[src/rtl/core/kalman_angle_bias_filter_defines.svh]
// assertion macros for the angle and bias filter
`ifndef KALMAN_ANGLE_BIAS_FILTER_DEFINES_SVH
`define KALMAN_ANGLE_BIAS_FILTER_DEFINES_SVH
`ifndef SYNTHESIS
`define KAB_ASSERT(lbl, clk, rst_n, prop) \
    lbl: assert property (@(posedge clk) disable iff (!rst_n) prop) \
        else $error("kab assertion failed");
`define KAB_ASSERT_NEVER(lbl, clk, rst_n, cond) \
    `KAB_ASSERT(lbl, clk, rst_n, !(cond))
`else
`define KAB_ASSERT(lbl, clk, rst_n, prop)
`define KAB_ASSERT_NEVER(lbl, clk, rst_n, cond)
`endif
`endif

[src/rtl/core/kab_pkg.sv]
// shared widths, codes and fixed point helpers of the angle and bias filter
`default_nettype none
package kab_pkg;
    localparam int ANGLE_W = 32;
    localparam int IN_W    = 25;
    localparam int DT_W    = 24;
    localparam int NOISE_W = 31;
    localparam int CFG_IDX_W = 2;
    localparam int MUL_A_W = 36;
    localparam int MUL_B_W = 33;
    localparam int PROD_W  = MUL_A_W + MUL_B_W;
    localparam int SUM_W   = 48;

    localparam logic CMD_UPDATE = 1'b0;
    localparam logic CMD_SET    = 1'b1;

    localparam logic [CFG_IDX_W-1:0] CFG_ANGLE_NOISE = 2'd0;
    localparam logic [CFG_IDX_W-1:0] CFG_BIAS_NOISE  = 2'd1;
    localparam logic [CFG_IDX_W-1:0] CFG_MEAS_NOISE  = 2'd2;

    localparam logic [NOISE_W-1:0] RST_ANGLE_NOISE = 31'd268435;
    localparam logic [NOISE_W-1:0] RST_BIAS_NOISE  = 31'd805306;
    localparam logic [NOISE_W-1:0] RST_MEAS_NOISE  = 31'd8053064;

    localparam logic signed [ANGLE_W-1:0] S32_MAX = 32'sh7FFF_FFFF;
    localparam logic signed [ANGLE_W-1:0] S32_MIN = 32'sh8000_0000;

    // saturate to signed 32 bits
    function automatic logic signed [ANGLE_W-1:0] f_sat32(input logic signed [SUM_W-1:0] v);
        logic hi_same;
        hi_same = (v[SUM_W-1:ANGLE_W-1] == {(SUM_W-ANGLE_W+1){v[SUM_W-1]}});
        if (hi_same) begin
            return v[ANGLE_W-1:0];
        end
        return v[SUM_W-1] ? S32_MIN : S32_MAX;
    endfunction

    // addend +/- round(prod / 2^s), ties away from zero, then saturate
    function automatic logic signed [ANGLE_W-1:0] f_post(
        input logic signed [PROD_W-1:0] prod,
        input logic                     sh28,
        input logic signed [MUL_B_W-1:0] addend,
        input logic                     sub
    );
        logic              neg;
        logic [PROD_W-1:0] mag;
        logic [PROD_W-1:0] rnd;
        logic signed [SUM_W-1:0] val;
        logic signed [SUM_W-1:0] sum;
        neg = prod[PROD_W-1];
        mag = neg ? (PROD_W'(0) - $unsigned(prod)) : $unsigned(prod);
        if (sh28) begin
            rnd = (mag + (PROD_W'(1) << 27)) >> 28;
        end else begin
            rnd = (mag + (PROD_W'(1) << 23)) >> 24;
        end
        val = $signed(rnd[SUM_W-1:0]);
        if (neg ^ sub) begin
            val = -val;
        end
        sum = SUM_W'(addend) + val;
        return f_sat32(sum);
    endfunction
endpackage
`default_nettype wire

[src/rtl/core/kab_mul.sv]
// shared signed multiplier with registered product
`default_nettype none
module kab_mul (
    input  wire logic                                i_clk,
    input  wire logic signed [kab_pkg::MUL_A_W-1:0] i_a,
    input  wire logic signed [kab_pkg::MUL_B_W-1:0] i_b,
    output logic signed [kab_pkg::PROD_W-1:0]       o_prod
);
    import kab_pkg::*;

    logic signed [PROD_W-1:0] r_prod;

    always_ff @(posedge i_clk) begin
        r_prod <= PROD_W'(i_a) * PROD_W'(i_b);
    end

    assign o_prod = r_prod;
endmodule
`default_nettype wire

[config.mk]
export PLATFORM = sky130hd
export DESIGN_NAME = kab_mul
export DESIGN_NICKNAME = d
export VERILOG_FILES = /design/src/rtl/core/kalman_angle_bias_filter_defines.svh /design/src/rtl/core/kab_pkg.sv /design/src/rtl/core/kab_mul.sv
export SDC_FILE = /design/constraint.sdc
export NUM_CORES = 2
export LEC_CHECK = 0
export ABC_AREA = 1
export BUFFER_PORTS_ARGS = -buffer_cell sky130_fd_sc_hd__buf_4
export CORE_MARGIN = 1.5
export CORE_UTILIZATION = 45
export DETAILED_ROUTE_END_ITERATION = 16
export PLACE_DENSITY_LB_ADDON = 0.3
export SYNTH_ARGS = -nofsm -noshare
export SYNTH_HDL_FRONTEND = slang
export SYNTH_SLANG_ARGS = --single-unit
[constraint.sdc]
create_clock -name i_clk -period 8.6 [get_ports i_clk]
set_input_delay 0.86 -clock i_clk [delete_from_list [all_inputs] [get_ports i_clk]]
set_output_delay 0.86 -clock i_clk [all_outputs]
set_load 0.01 [all_outputs]
== After elaboration in Yosys (flattened, before gate mapping) ==
Cells that the tools add are included.
Storage, ports and cells
  input bits: 70
  output and inout port bits: 69
  flip-flop bits (word level): 69
Cells by class
  $mul: 1
Operators by type and width (count)
  $mul 36x33->69: 1

== Logic depth before layout (Yosys ltp) ==
  depth after elaboration: 1
  depth in mapped cells: 33
  mapped depth without buffers: 31

== Worst setup path before layout ==
OpenSTA, ideal clock, no wires.
  kind: in2reg
  from: in i_b[1] (netlist name)
  to: reg r_prod[68], in the netlist o_prod[68]
  library setup time: 0.112 ns
  arrival time: 7.561 ns
  setup slack: 0.927 ns
  stages on the path: 29
  buffers on the path: 2
  cells stage by stage: clkbuf_1 > clkbuf_1 > nand2_1 > inv_1 > fa_1 > fa_1 > fa_1 > fa_1 > inv_1 > fa_1 > inv_1 > fa_1 > inv_1 > fa_1 > fa_1 > inv_1 > ha_1 > nand2_1 > inv_1 > nand2_1 > inv_1 > nand2_1 > inv_1 > a21oi_1 > nand2_1 > inv_1 > nand2_1 > nand2_1 > nand2_1
Between the ends
  word-level cells in the longest chain between the ends: 1
Ends and longest elaborated chain
  from (decl): line kab_mul.sv:6  | input wire logic signed [kab_pkg::MUL_B_W-1:0] i_b,
  $mul 36x33->69: line kab_mul.sv:14  | r_prod <= PROD_W'(i_a) * PROD_W'(i_b);
  to (signal assigned): line kab_mul.sv:14
  to (decl): line kab_mul.sv:11  | logic signed [PROD_W-1:0] r_prod;
No other way between the ends.

== Final worst setup path ==
  from: in i_a[35] (netlist name)
  to: reg r_prod[61], in the netlist o_prod[61]
Between the ends
  word-level cells in the longest chain between the ends: 1
Ends and longest elaborated chain
  from (decl): line kab_mul.sv:5  | input wire logic signed [kab_pkg::MUL_A_W-1:0] i_a,
  $mul 36x33->69: line kab_mul.sv:14
No other way between the ends.

==> flow_results.org <==
** Setup path
- Worst Path Required :: 8.85 ns
- Most frequent cell on the critical path :: fa_1
- Type of element launching the critical path :: primary input
- Kind of critical path :: primary input to register
- The slowest stage of the critical path is the fa_1 cell.
- Kind of end point of the critical path :: register
- Peak per-stage delay on the critical path :: 0.63 ns
- Critical-path maximum fanout :: 33
- Critical path arrival :: 8.21 ns

** Final layout
- From synthesis to final layout, the design area changed by 4.69%.
- NumNets Final :: 7,404
- Cells fill 47.7% of the core in the end.
- Area used by sequential logic in the layout :: 1380 um2
- The multi-input combinational cells in the finished layout cover a total of 36,400 um2.
- The register with the most flip-flops in the layout has 69 of them.
- Post-layout instance area :: 48,700 um2
- The library cell used most frequently in the layout, excluding fill and tap cells, is inv_1.
- The top cell types in the final layout, fill and taps aside, are inv_1, nand2_1, fa_1, ha_1, buf_4.
- Count of non-filler cells in the finished layout :: 7,247
- Filler cells :: 10,200
- Cells with a size suffix above 1 make up 4.80% of the layout.

** Timing
- Finish-stage setup viols :: 0
- Measured against its own limit, the worst slew margin works out to 54.3%.
- Unrepaired setup endpoints after global routing :: no
- Max-slew violations :: 0
- Final Hold Viols :: 0
- Post-layout min period :: 7.96 ns
- Final clock period utilization by the worst path :: 92.6%
- Maximum frequency from static timing analysis :: 126 MHz
- Slew at the pin closest to its max-slew limit :: 0.685 ns
- After routing, the total negative slack on setup checks comes to 0 ns.

** CTS
- Counting along the longest clock path gives a buffer depth of 2.
- The H-tree was split into 3 levels.
- Post-CTS repair changed the size of 0 cells.
- TritonCTS built the clock tree.
- TritonCTS created 9 clock buffers.
- Clock-pin slew was measured on the worst setup and hold paths at 0.07 ns.
- Clock Tree Root :: clkbuf_16
- TritonCTS sink count :: 69
- Number of buffers added for setup after CTS :: 0
- Hold repair after CTS inserted 0 buffers.

** Logic synthesis
- The netlist uses 36 different library cells.
- Yosys Warn Count :: 0
- By area the synthesized netlist is led by fa_1, inv_1, nand2_1.
- Register bit total from synthesis :: 69
- Each instance of the synthesized netlist takes up on average 7.79 um2.
- Post-synth net total :: 7,509
- Summing every instance area after synthesis gives 46,500 um2.
- Seq/Total Area, Yosys :: 2.97%
- Synth top area share :: 53.2%
- The biggest area contributor in the post-synthesis netlist is fa_1.
- Synthesis handed over a netlist of 5,978 instances.

** Min path
- In this run the most critical hold path is launched from i_a[0].
- The worst hold path belongs to the class primary input to register.
- Hold Path End :: o_prod[0]
- The worst hold path passes through 4 cells.

** Floorplanning
- Core outline area :: 102,000 um2
- The die covers 105,000 um2.
- Cell row count :: 117
- For this configuration, the core starts out at a cell density of 45.6%.
- In this run the vertical extent of the chip is 325 um.
- 139 I/O pins were placed.
- From left edge to right edge, the die measures 325 um.

** Global routing
- Pin count of the biggest net entering global routing :: 38
- Number of global-route vias before repair :: 39,300
- First-pass GRT wire length :: 219,000 um
- Overall Global Routing Usage :: 26.9%
- GRT overflow :: 0
- The initial antenna violation count was 3.

** Placement
- Once placement completed, the tool counted placed cells totaling 7,230.
- Instance area at placement :: 48,400 um2
- Once detailed placement completed, the half-perimeter wirelength came to 110,000 um.
- Routability-driven placement finished with a final weighted congestion of 0.941.
- The count of buffers added on input and output ports is 138.

** Route
- WL/cell :: 18.7 um
- Dividing the detail-routed via count by the number of cells gives 4.91.
- 1st-pass router iterations :: 5
- The count of nets left with antenna violations once routing finished came out at 0.
- The final layout contains routed wiring with a total length of 135,000 um.
- Post-route DRC violation count :: 0
- Total via count after detailed routing :: 35,600
- Violation count after the first detailed-route iteration :: 2,442

** Outcome
- The flow ran to the end, and the final reports show no timing, DRC or antenna violations.

** Job
- Across the run, the number of max-cap violations was 0.
worst max-delay path by stage:
stage / startpoint / end / slack (ns) / cells past startpoint
6_report: i_a[35] / o_prod[61] / 0.64 / 26
2_1_floorplan: i_b[1] / o_prod[68] / 0.93 / 29
5_1_grt: i_a[35] / o_prod[63] / 0.11 / 26
4_1_cts: i_a[35] / o_prod[61] / 0.63 / 26
3_5_place_dp: i_a[35] / o_prod[61] / 0.26 / 26
3_3_place_gp: i_a[35] / o_prod[57] / 0.42 / 27
logic make-up after synthesis:
kind of cell,share of synthesized area (%)
simple gates,16.9
flops,2.97
fa+ha+maj,59.2
xor+xnor,0.847
buf+inv,18.9
compound gates,1.12
routing by layer:
metal,share of wire [%],global-route usage (%)
met2,50,48.0
met5,0.020,0
met4,4.6,10.2
met3,6.1,2.84
met1,39,33.5
through the flow:
step	hold slack, ns	setup slack, ns
global placement	1.25	0.420
detailed placement	1.25	0.264
CTS	1.18	0.629
floorplan	1.16	0.927
global route	1.19	0.114
finish	1.19	0.638
critical path: cells and delay by family:
kind            cells  cell delay [ns]
fa+ha+maj           9             4.28
buf+inv             8             1.72
compound gates      4             0.87
simple gates        5             0.46
synth_stat cells (all sizes together):
cell,n
and3,1
a21boi,1
clkinv,3
ha,223
buf,1
fa,1238
nand2b,1
inv,2067
xor2,38
nand3b,3
nor4,2
o21ai,21
clkbuf,274
dfxtp,69
o21bai,11
or2,7
nor3,14
nor2,136
nand2,1703
o21a,1
nand4,17
nand3,77
xnor2,7
and2,2
a21oi,61
area by class of cell:
class / count / area share (%)
multi-input cells: 3564 / 74.6
well taps: 1368 / 3.51
flip-flops and latches: 69 / 2.83
repair buffers: 159 / 2.45
clock buffers: 9 / 0.462
inverters: 2070 / 15.9
clock inverters: 7 / 0.172
diodes: 1 / 0.00513
Power is left out: the tool's default activity adds up to more than one toggle a clock period on the data nets, which glitch-free logic cannot reach.
