--- config.mk ---
export PLATFORM = sky130hd
export DESIGN_NAME = kab_div
export DESIGN_NICKNAME = d
export VERILOG_FILES = /design/src/rtl/core/kalman_angle_bias_filter_defines.svh /design/src/rtl/core/kab_pkg.sv /design/src/rtl/core/kab_div.sv
export SDC_FILE = /design/constraint.sdc
export NUM_CORES = 1
export LEC_CHECK = 0
export BUFFER_PORTS_ARGS = -buffer_cell sky130_fd_sc_hd__buf_4
export CAP_MARGIN = 20
export CORE_ASPECT_RATIO = 2
export CORE_MARGIN = 5
export CORE_UTILIZATION = 40
export CTS_CLUSTER_DIAMETER = 150
export DETAILED_ROUTE_END_ITERATION = 12
export PLACE_DENSITY = 0.56
export RECOVER_POWER = 50
export REMOVE_ABC_BUFFERS = 1
export SETUP_SLACK_MARGIN = 0.05
export SYNTH_ARGS = -nofsm -noshare
export SYNTH_HDL_FRONTEND = slang
export SYNTH_SLANG_ARGS = --single-unit
--- constraint.sdc ---
create_clock -name i_clk -period 9.3 [get_ports i_clk]
set_clock_uncertainty 0.2 [all_clocks]
set_input_delay 1.86 -clock i_clk [delete_from_list [all_inputs] [get_ports i_clk]]
set_output_delay 1.86 -clock i_clk [all_outputs]
set_load 0.01 [all_outputs]
--- src/rtl/core/kalman_angle_bias_filter_defines.svh ---
// assertion macros for the angle and bias filter
`ifndef KALMAN_ANGLE_BIAS_FILTER_DEFINES_SVH
`define KALMAN_ANGLE_BIAS_FILTER_DEFINES_SVH
`ifndef SYNTHESIS
`define KAB_ASSERT(lbl, clk, rst_n, prop) \
    lbl: assert property (@(posedge clk) disable iff (!rst_n) prop) \
        else $error("kab assertion failed");
`define KAB_ASSERT_NEVER(lbl, clk, rst_n, cond) \
    `KAB_ASSERT(lbl, clk, rst_n, !(cond))
`else
`define KAB_ASSERT(lbl, clk, rst_n, prop)
`define KAB_ASSERT_NEVER(lbl, clk, rst_n, cond)
`endif
`endif

--- src/rtl/core/kab_pkg.sv ---
// shared widths, codes and fixed point helpers of the angle and bias filter
`default_nettype none
package kab_pkg;
    localparam int ANGLE_W = 32;
    localparam int IN_W    = 25;
    localparam int DT_W    = 24;
    localparam int NOISE_W = 31;
    localparam int CFG_IDX_W = 2;
    localparam int MUL_A_W = 36;
    localparam int MUL_B_W = 33;
    localparam int PROD_W  = MUL_A_W + MUL_B_W;
    localparam int SUM_W   = 48;

    localparam logic CMD_UPDATE = 1'b0;
    localparam logic CMD_SET    = 1'b1;

    localparam logic [CFG_IDX_W-1:0] CFG_ANGLE_NOISE = 2'd0;
    localparam logic [CFG_IDX_W-1:0] CFG_BIAS_NOISE  = 2'd1;
    localparam logic [CFG_IDX_W-1:0] CFG_MEAS_NOISE  = 2'd2;

    localparam logic [NOISE_W-1:0] RST_ANGLE_NOISE = 31'd268435;
    localparam logic [NOISE_W-1:0] RST_BIAS_NOISE  = 31'd805306;
    localparam logic [NOISE_W-1:0] RST_MEAS_NOISE  = 31'd8053064;

    localparam logic signed [ANGLE_W-1:0] S32_MAX = 32'sh7FFF_FFFF;
    localparam logic signed [ANGLE_W-1:0] S32_MIN = 32'sh8000_0000;

    // saturate to signed 32 bits
    function automatic logic signed [ANGLE_W-1:0] f_sat32(input logic signed [SUM_W-1:0] v);
        logic hi_same;
        hi_same = (v[SUM_W-1:ANGLE_W-1] == {(SUM_W-ANGLE_W+1){v[SUM_W-1]}});
        if (hi_same) begin
            return v[ANGLE_W-1:0];
        end
        return v[SUM_W-1] ? S32_MIN : S32_MAX;
    endfunction

    // addend +/- round(prod / 2^s), ties away from zero, then saturate
    function automatic logic signed [ANGLE_W-1:0] f_post(
        input logic signed [PROD_W-1:0] prod,
        input logic                     sh28,
        input logic signed [MUL_B_W-1:0] addend,
        input logic                     sub
    );
        logic              neg;
        logic [PROD_W-1:0] mag;
        logic [PROD_W-1:0] rnd;
        logic signed [SUM_W-1:0] val;
        logic signed [SUM_W-1:0] sum;
        neg = prod[PROD_W-1];
        mag = neg ? (PROD_W'(0) - $unsigned(prod)) : $unsigned(prod);
        if (sh28) begin
            rnd = (mag + (PROD_W'(1) << 27)) >> 28;
        end else begin
            rnd = (mag + (PROD_W'(1) << 23)) >> 24;
        end
        val = $signed(rnd[SUM_W-1:0]);
        if (neg ^ sub) begin
            val = -val;
        end
        sum = SUM_W'(addend) + val;
        return f_sat32(sum);
    endfunction
endpackage
`default_nettype wire

--- src/rtl/core/kab_div.sv ---
// gain divider: sat(num * 2^28 / den), truncated, zero for a zero den, one quotient bit per cycle
`default_nettype none
module kab_div (
    input  wire logic                                i_clk,
    input  wire logic                                i_rst_n,
    input  wire logic                                i_start,
    input  wire logic signed [kab_pkg::ANGLE_W-1:0] i_num,
    input  wire logic signed [kab_pkg::MUL_B_W-1:0] i_den,
    output logic                                     o_busy,
    output logic                                     o_done,
    output logic signed [kab_pkg::ANGLE_W-1:0]      o_quot
);
    import kab_pkg::*;

    logic                      r_busy, n_busy;
    logic                      r_done, n_done;
    logic [4:0]                r_cnt, n_cnt;
    logic [MUL_B_W-1:0]        r_rem, n_rem;
    logic [ANGLE_W-1:0]        r_lo, n_lo;
    logic [ANGLE_W-1:0]        r_q, n_q;
    logic [MUL_B_W-1:0]        r_dmag, n_dmag;
    logic                      r_neg, n_neg;
    logic signed [ANGLE_W-1:0] r_quot, n_quot;

    logic [ANGLE_W-1:0] w_nmag;
    logic [MUL_B_W-1:0] w_dmag;
    logic [MUL_B_W:0]   w_trial;
    logic               w_bit;
    logic [ANGLE_W-1:0] w_qmag;
    logic               w_neg;

    function automatic logic signed [ANGLE_W-1:0] f_sat_q(input logic neg,
                                                          input logic [ANGLE_W-1:0] qmag);
        if (neg) begin
            if (qmag > {1'b1, {(ANGLE_W-1){1'b0}}}) begin
                return S32_MIN;
            end
            return $signed(ANGLE_W'(0) - qmag);
        end
        return qmag[ANGLE_W-1] ? S32_MAX : $signed(qmag);
    endfunction

    always_comb begin
        w_nmag  = i_num[ANGLE_W-1] ? (ANGLE_W'(0) - $unsigned(i_num)) : $unsigned(i_num);
        w_dmag  = i_den[MUL_B_W-1] ? (MUL_B_W'(0) - $unsigned(i_den)) : $unsigned(i_den);
        w_neg   = i_num[ANGLE_W-1] ^ i_den[MUL_B_W-1];
        w_trial = {r_rem, r_lo[ANGLE_W-1]};
        w_bit   = (w_trial >= {1'b0, r_dmag});
        w_qmag  = {r_q[ANGLE_W-2:0], w_bit};

        n_busy = r_busy;
        n_done = 1'b0;
        n_cnt  = r_cnt;
        n_rem  = r_rem;
        n_lo   = r_lo;
        n_q    = r_q;
        n_dmag = r_dmag;
        n_neg  = r_neg;
        n_quot = r_quot;

        if (r_busy) begin
            n_rem = w_bit ? MUL_B_W'(w_trial - {1'b0, r_dmag}) : w_trial[MUL_B_W-1:0];
            n_lo  = {r_lo[ANGLE_W-2:0], 1'b0};
            n_q   = w_qmag;
            n_cnt = r_cnt + 5'd1;
            if (r_cnt == 5'd31) begin
                n_busy = 1'b0;
                n_done = 1'b1;
                n_quot = f_sat_q(r_neg, w_qmag);
            end
        end else if (i_start) begin
            n_neg  = w_neg;
            n_dmag = w_dmag;
            priority if (w_dmag == '0) begin
                n_quot = '0;
                n_done = 1'b1;
            end else if ({5'd0, w_nmag[ANGLE_W-1:4]} >= w_dmag) begin
                // quotient at least 2^32
                n_quot = w_neg ? S32_MIN : S32_MAX;
                n_done = 1'b1;
            end else begin
                n_rem  = {5'd0, w_nmag[ANGLE_W-1:4]};
                n_lo   = {w_nmag[3:0], 28'd0};
                n_q    = '0;
                n_cnt  = '0;
                n_busy = 1'b1;
            end
        end
    end

    always_ff @(posedge i_clk) begin
        if (!i_rst_n) begin
            r_busy <= 1'b0;
            r_done <= 1'b0;
            r_cnt  <= '0;
        end else begin
            r_busy <= n_busy;
            r_done <= n_done;
            r_cnt  <= n_cnt;
        end
    end

    always_ff @(posedge i_clk) begin
        r_rem  <= n_rem;
        r_lo   <= n_lo;
        r_q    <= n_q;
        r_dmag <= n_dmag;
        r_neg  <= n_neg;
        r_quot <= n_quot;
    end

    assign o_busy = r_busy;
    assign o_done = r_done;
    assign o_quot = r_quot;
endmodule
`default_nettype wire

## After elaboration in Yosys (flattened, before gate mapping)

Cells that the tools add are included.

- Register bits after elaboration: 168
- Input bits: 68
- Output and inout port bits: 34
- Logic and storage cells: 77

- Add/subtract/negate cells: 5
- $lt $le $gt $ge: 3
- Equal/unequal tests: 4
- Mux-type cells: 47
- Bitwise operators: 2
- Reduce and logical (&&, ||, !) cells: 6

Operator list:

| kind | count |
|---|---|
| 2-to-1 mux 32 bit | 15 |
| 2-to-1 mux 33 bit | 6 |
| 2-to-1 mux 31 bit | 5 |
| subtractor 1 x 32 -> 32 bit, first input constant | 2 |
| >= comparator 34 x 33 -> 1 bit | 1 |
| >= comparator 28 x 33 -> 1 bit | 1 |
| logical NOT 33 bit | 1 |
| subtractor 1 x 33 -> 33 bit, first input constant | 1 |
| subtractor 33 bit | 1 |
| greater-than comparator 32 bit, second input constant | 1 |
| 2-to-1 mux 5 bit | 4 |
| 2-to-1 mux 1 bit | 17 |
| AND reduction 3 bit | 2 |
| adder 5 x 1 -> 5 bit, second input constant | 1 |
| == test 5 bit, second input constant | 1 |
| != test 2 bit, second input constant | 2 |
| nonzero test 3 bit | 1 |
| != test 2 x 1 -> 1 bit, second input constant | 1 |
| AND reduction 2 bit | 1 |
| nonzero test 2 bit | 1 |
| NOT 1 bit | 1 |
| bitwise XOR 1 bit | 1 |

## Logic depth before layout (Yosys ltp)

- Depth after elaboration: 11
- Mapped depth: 23
- Depth with buffers taken out: 20

## Worst setup path after synthesis

OpenSTA, ideal clock, no wires.

- Path kind: input to register
- Start point: input i_num[5] (netlist bit)
- End point: register r_lo[28], enable pin
- Library setup time: 0.425 ns
- Arrival: 6.460 ns
- Required time: 8.675 ns
- Path slack: 2.215 ns
- Stages: 15
- Path buffers: 0
- Path through: or4_1 or4_1 nand2b_1 nand2b_1 o41ai_1 xnor2_1 ha_1 and4_1 a31oi_1 a21o_1 nand3_1 a221o_1 o21bai_1 nand2_1 a21o_1

- Longest elaborated chain between the ends: 5

RTL lines:

| item | RTL line | text |
|---|---|---|
| start, declared | kab_div.sv:7 | `input wire logic signed [kab_pkg::ANGLE_W-1:0] i_num,` |
| subtractor 1 x 32 -> 32 bit | kab_div.sv:44 | `w_nmag = i_num[ANGLE_W-1] ? (ANGLE_W'(0) - $unsigned(i_num)) : $unsigned(i_num);` |
| 2-to-1 mux 32 bit * | kab_div.sv:44 |  |
| >= comparator 28 x 33 -> 1 bit * | kab_div.sv:77 | `end else if ({5'd0, w_nmag[ANGLE_W-1:4]} >= w_dmag) begin` |
| != test 2 bit (no line) * | n/a |  |
| AND reduction 3 bit (no line) * | n/a |  |
| end signal, assigned | kab_div.sv:105 | `r_lo <= n_lo;` |
| end, declared | kab_div.sv:19 | `logic [ANGLE_W-1:0] r_lo, n_lo;` |

Mark *: on every way between the ends. The rest lies on a longest branch, timed or not.
A chain may end at the register's enable or synchronous reset.

## Worst setup path in the final report

- Start point: input i_den[32] (netlist bit)
- End point: register r_rem[9], enable pin

- Longest elaborated chain between the ends: 5
- Elaborated cells between the ends (all ways): 7
- Those cells by class: 1 x add/sub; 1 x order compare; 2 x eq/ne; 1 x mux; 2 x reduce/logical

RTL lines:

| item | RTL line | text |
|---|---|---|
| start, declared | kab_div.sv:8 | `input wire logic signed [kab_pkg::MUL_B_W-1:0] i_den,` |
| subtractor 1 x 33 -> 33 bit | kab_div.sv:45 | `w_dmag = i_den[MUL_B_W-1] ? (MUL_B_W'(0) - $unsigned(i_den)) : $unsigned(i_den);` |
| 2-to-1 mux 33 bit * | kab_div.sv:45 |  |
| >= comparator 28 x 33 -> 1 bit or logical NOT 33 bit (tied branches) | kab_div.sv:77, kab_div.sv:74 |  |
| != test 2 bit (no line) | n/a |  |
| AND reduction 3 bit (no line) * | n/a |  |
| end signal, assigned | kab_div.sv:104 | `r_rem <= n_rem;` |
| end, declared | kab_div.sv:18 | `logic [MUL_B_W-1:0] r_rem, n_rem;` |

Marked as above.

==> impl_metrics.yaml <==
cts:
  insertion_delay_ns: 0.44
  cts_buffers: 17
  hold_buffers: 0
  cts_setup_buffers: 0
  clock_sinks: 141
  clockBufferDepth: 2
  cts_resized: 0
  htreeDepth: 4
  root_buffer: "clkbuf_16"
  tritoncts: "yes"
  clk_pin_slew_worst_paths_ns: 0.06
layout:
  final_cells: 1669
  antennaDiodeCount: 0
  multi_input_area_mm2: 0.00622
  final_common_cell: "edfxtp_1"
  fin_nets: 1443
  layout-drive-gt1-share_pct: 9.31
  fillers: 2718
  seq_area_mm2: 0.00416
  post-route-util_pct: 45.9
  layout_common_cells: "edfxtp_1, nand2_1, nor2_1"
  area_growth_pct: 13.0
floorplanning:
  start_util_pct: 40.6
  rows: 85
  die-area_mm2: 0.0310
  die_y_um: 244
  fp.dieW_um: 127
  core_mm2: 0.0270
  num_io_pins: 102
critical_path:
  crit_path_cell_trace: "clkbuf_1, inv_1, a21boi_0, ha_1, and4b_1, o31a_1, o211ai_1, nand3_1, a221o_1, o21bai_1, nand2_1, a21o_2, buf_4"
  cp-start-kind: "input pin"
  worstReg2RegEnd: "o_quot[27]$_DFFE_PP_"
  r2r_cells: 12
  path_buf_inv: 3
  required_ns: 9.15
  cp_slowest_cell: "clkbuf_1"
  critPathTopFamily: "buffers and inverters"
  cp.arrival_ns: 7.13
  path_class: "input pin to flip-flop"
  startpoint: "i_den[32]"
  r2r-start: "r_dmag[0]$_DFFE_PP_"
  cpPeakStageDelay_ns: 1.32
  crit_path_max_fanout: 68
  end_kind: "flip-flop"
  rrSetupSlack_ns: 3.38
sta:
  maxSlewViolCount: 206
  period_minus_slack_ns: 7.27
  fmax_mhz: 137
  min_period_over_period_pct: 78.2
  setup_tns_ns: 0
  rsz0062_at_grt: "false"
  finalSetupViolations: 0
  tightest_slew_ns: 3.00
  final_hold_viol_count: 0
  max_slew_margin_pct: -100
hold_path:
  min_from: "r_cnt[4]$_SDFFE_PN0P_"
  worstHoldEndpoint: "r_cnt[4]$_SDFFE_PN0P_"
  whs_path_depth: 2
  hold_path.class: "flip-flop to flip-flop"
synthesis:
  yosysTopAreaCellShare_pct: 36.7
  synth_edf_count: 134
  synth_cell_types: 76
  synthArstFlopShare_pct: 0
  syn_avg_cell_area_um2: 8.83
  yosysWarnings: 0
  syn-cell-area_mm2: 0.0110
  synth-seq-cells: 141
  synth_ff_type: "edfxtp_1"
  synth_area_leader_cell: "edfxtp_1"
  synth.yosys.seq_area_share_pct: 38.0
  ys_top_cells_by_area: "edfxtp_1, ha_1, xnor2_1"
  synth_cells: 1242
global_route:
  grt_max_degree: 69
  grt_pass1_vias: 9588
  track_usage_pct: 19.4
  grt_pass1_wl_mm: 48.4
  grt_overflow: 0
  antenna_found_initial: 0
detailed_routing:
  drcViolationCount: 0
  routedWlPerCell_um: 18.0
  drt-total-wl_mm: 30.0
  dr.pass1.iters: 5
  drtAntennaViolNets: 0
  via_per_inst: 5.66
  vias: 9452
  first_iter_violations: 564
pwr:
  power_density_mw_per_mm2: 178
  p_leak_uw: 0.00481
  peakVddDrop_v: 0.000136
  finalPower_uw: 2200
status:
  violations: "capacitance limit, slew limit"
  outcome: "complete, but fails checks"
run:
  cap_violations: 5
place:
  dp.cells: 1637
  port-buffer-count: 101
  gp_congestion: 0.897
  place_hpwl_mm: 23.3
[tightest hold or removal path, cell delays in order, from the launching register on]
cell,delay (ns)
dfxtp_1,0.31
o21ai_0,0.07
nand2_1,0.05
[sequential cells by signal, summed over array words and instances, names as in the netlist]
| register | flops |
|---|---|
| r_q | 31 |
| r_dmag | 33 |
| r_lo | 4 |
| o_busy | 1 |
| r_cnt | 5 |
| o_done | 1 |
| r_neg | 1 |
| r_rem | 33 |
| o_quot | 32 |
[worst max-delay path by stage]
stage / to / slack, ns / depth (start not counted)
after floorplan: o_quot[27]$_DFFE_PP_ / 1.31 / 18
after global placement: r_lo[28]$_SDFFCE_PP0P_ / 2.22 / 18
after detailed placement: r_q[4]$_SDFFCE_PN0P_ / 2.16 / 18
after CTS: r_q[3]$_SDFFCE_PN0P_ / 2.63 / 18
after global routing: r_q[3]$_SDFFCE_PN0P_ / 1.68 / 13
final: r_rem[9]$_DFFE_PP_ / 2.03 / 13
[cells in the mapped netlist, drive strengths merged (4+ instances only)]
cell / count
edfxtp: 134
clkbuf: 54
nand2b: 16
nand3: 29
nor3: 29
a31oi: 26
o311ai: 8
inv: 87
a21o: 31
o21bai: 7
a211oi: 6
nor3b: 10
or3: 25
o211a: 4
o211ai: 8
nor2: 95
or2: 9
a21boi: 5
xnor2: 53
and2: 30
ha: 66
xor2: 27
nand2: 116
dfxtp: 7
nor2b: 11
or4: 16
buf: 11
a21oi: 68
o41ai: 15
nand4: 16
o31ai: 22
mux2i: 5
o21ai: 90
nor4: 16
o22ai: 5
a41oi: 4
and3: 10
o21a: 14
mux2: 4
[where the power goes]
group	switching (uW)	internal (uW)
Clock	264	392
Sequential	41.5	778
Combinational	441	286
[routing by layer]
| metal | track usage (%) | part of all wire, % | vias up | wire length, um |
|---|---|---|---|---|
| met3 | 2.75 | 3.2 | 68 | 955 |
| met2 | 37.0 | 55 | 214 | 16400 |
| li1 | - | - | 4730 | - |
| met1 | 20.3 | 38 | 4440 | 11400 |
| met5 | 0 | 0 | - | 0 |
| met4 | 9.70 | 4.3 | 0 | 1280 |
[per-stage QoR]
step / setup slack, ns / instance area (um^2) / hold slack, ns
floorplan: 1.31 / 10700 / 0.244
global placement: 2.22 / 12000 / 0.255
detailed placement: 2.16 / 12000 / 0.269
CTS: 2.63 / 12600 / 0.280
global route: 1.68 / 12400 / 0.308
finish: 2.03 / 12400 / 0.275
[logic make-up (layout without fill, tap and decap cells)]
family                     count (synthesis)  in the layout  synth area share (%)
DFF                                      141            141                  38.0
adders and majority gates                 67             67                  7.71
and+or+nand+nor                          444            444                  20.7
AOI/OAI and AO/OA                        348            348                  20.9
xor gates and xnor gates                  80             80                  6.39
buffers and inverters                    153            232                  5.40
muxes                                      9              9                 0.867
[layout make-up]
class / instances / share of cell area [%]
clock buffer: 21 / 3.55
clock inverter: 11 / 0.969
inverter: 88 / 2.67
multi-input combinational: 948 / 50.2
sequential: 141 / 33.6
tap: 348 / 3.51
timing repair buffer: 112 / 5.48
(Power assumes the default switching activity.)
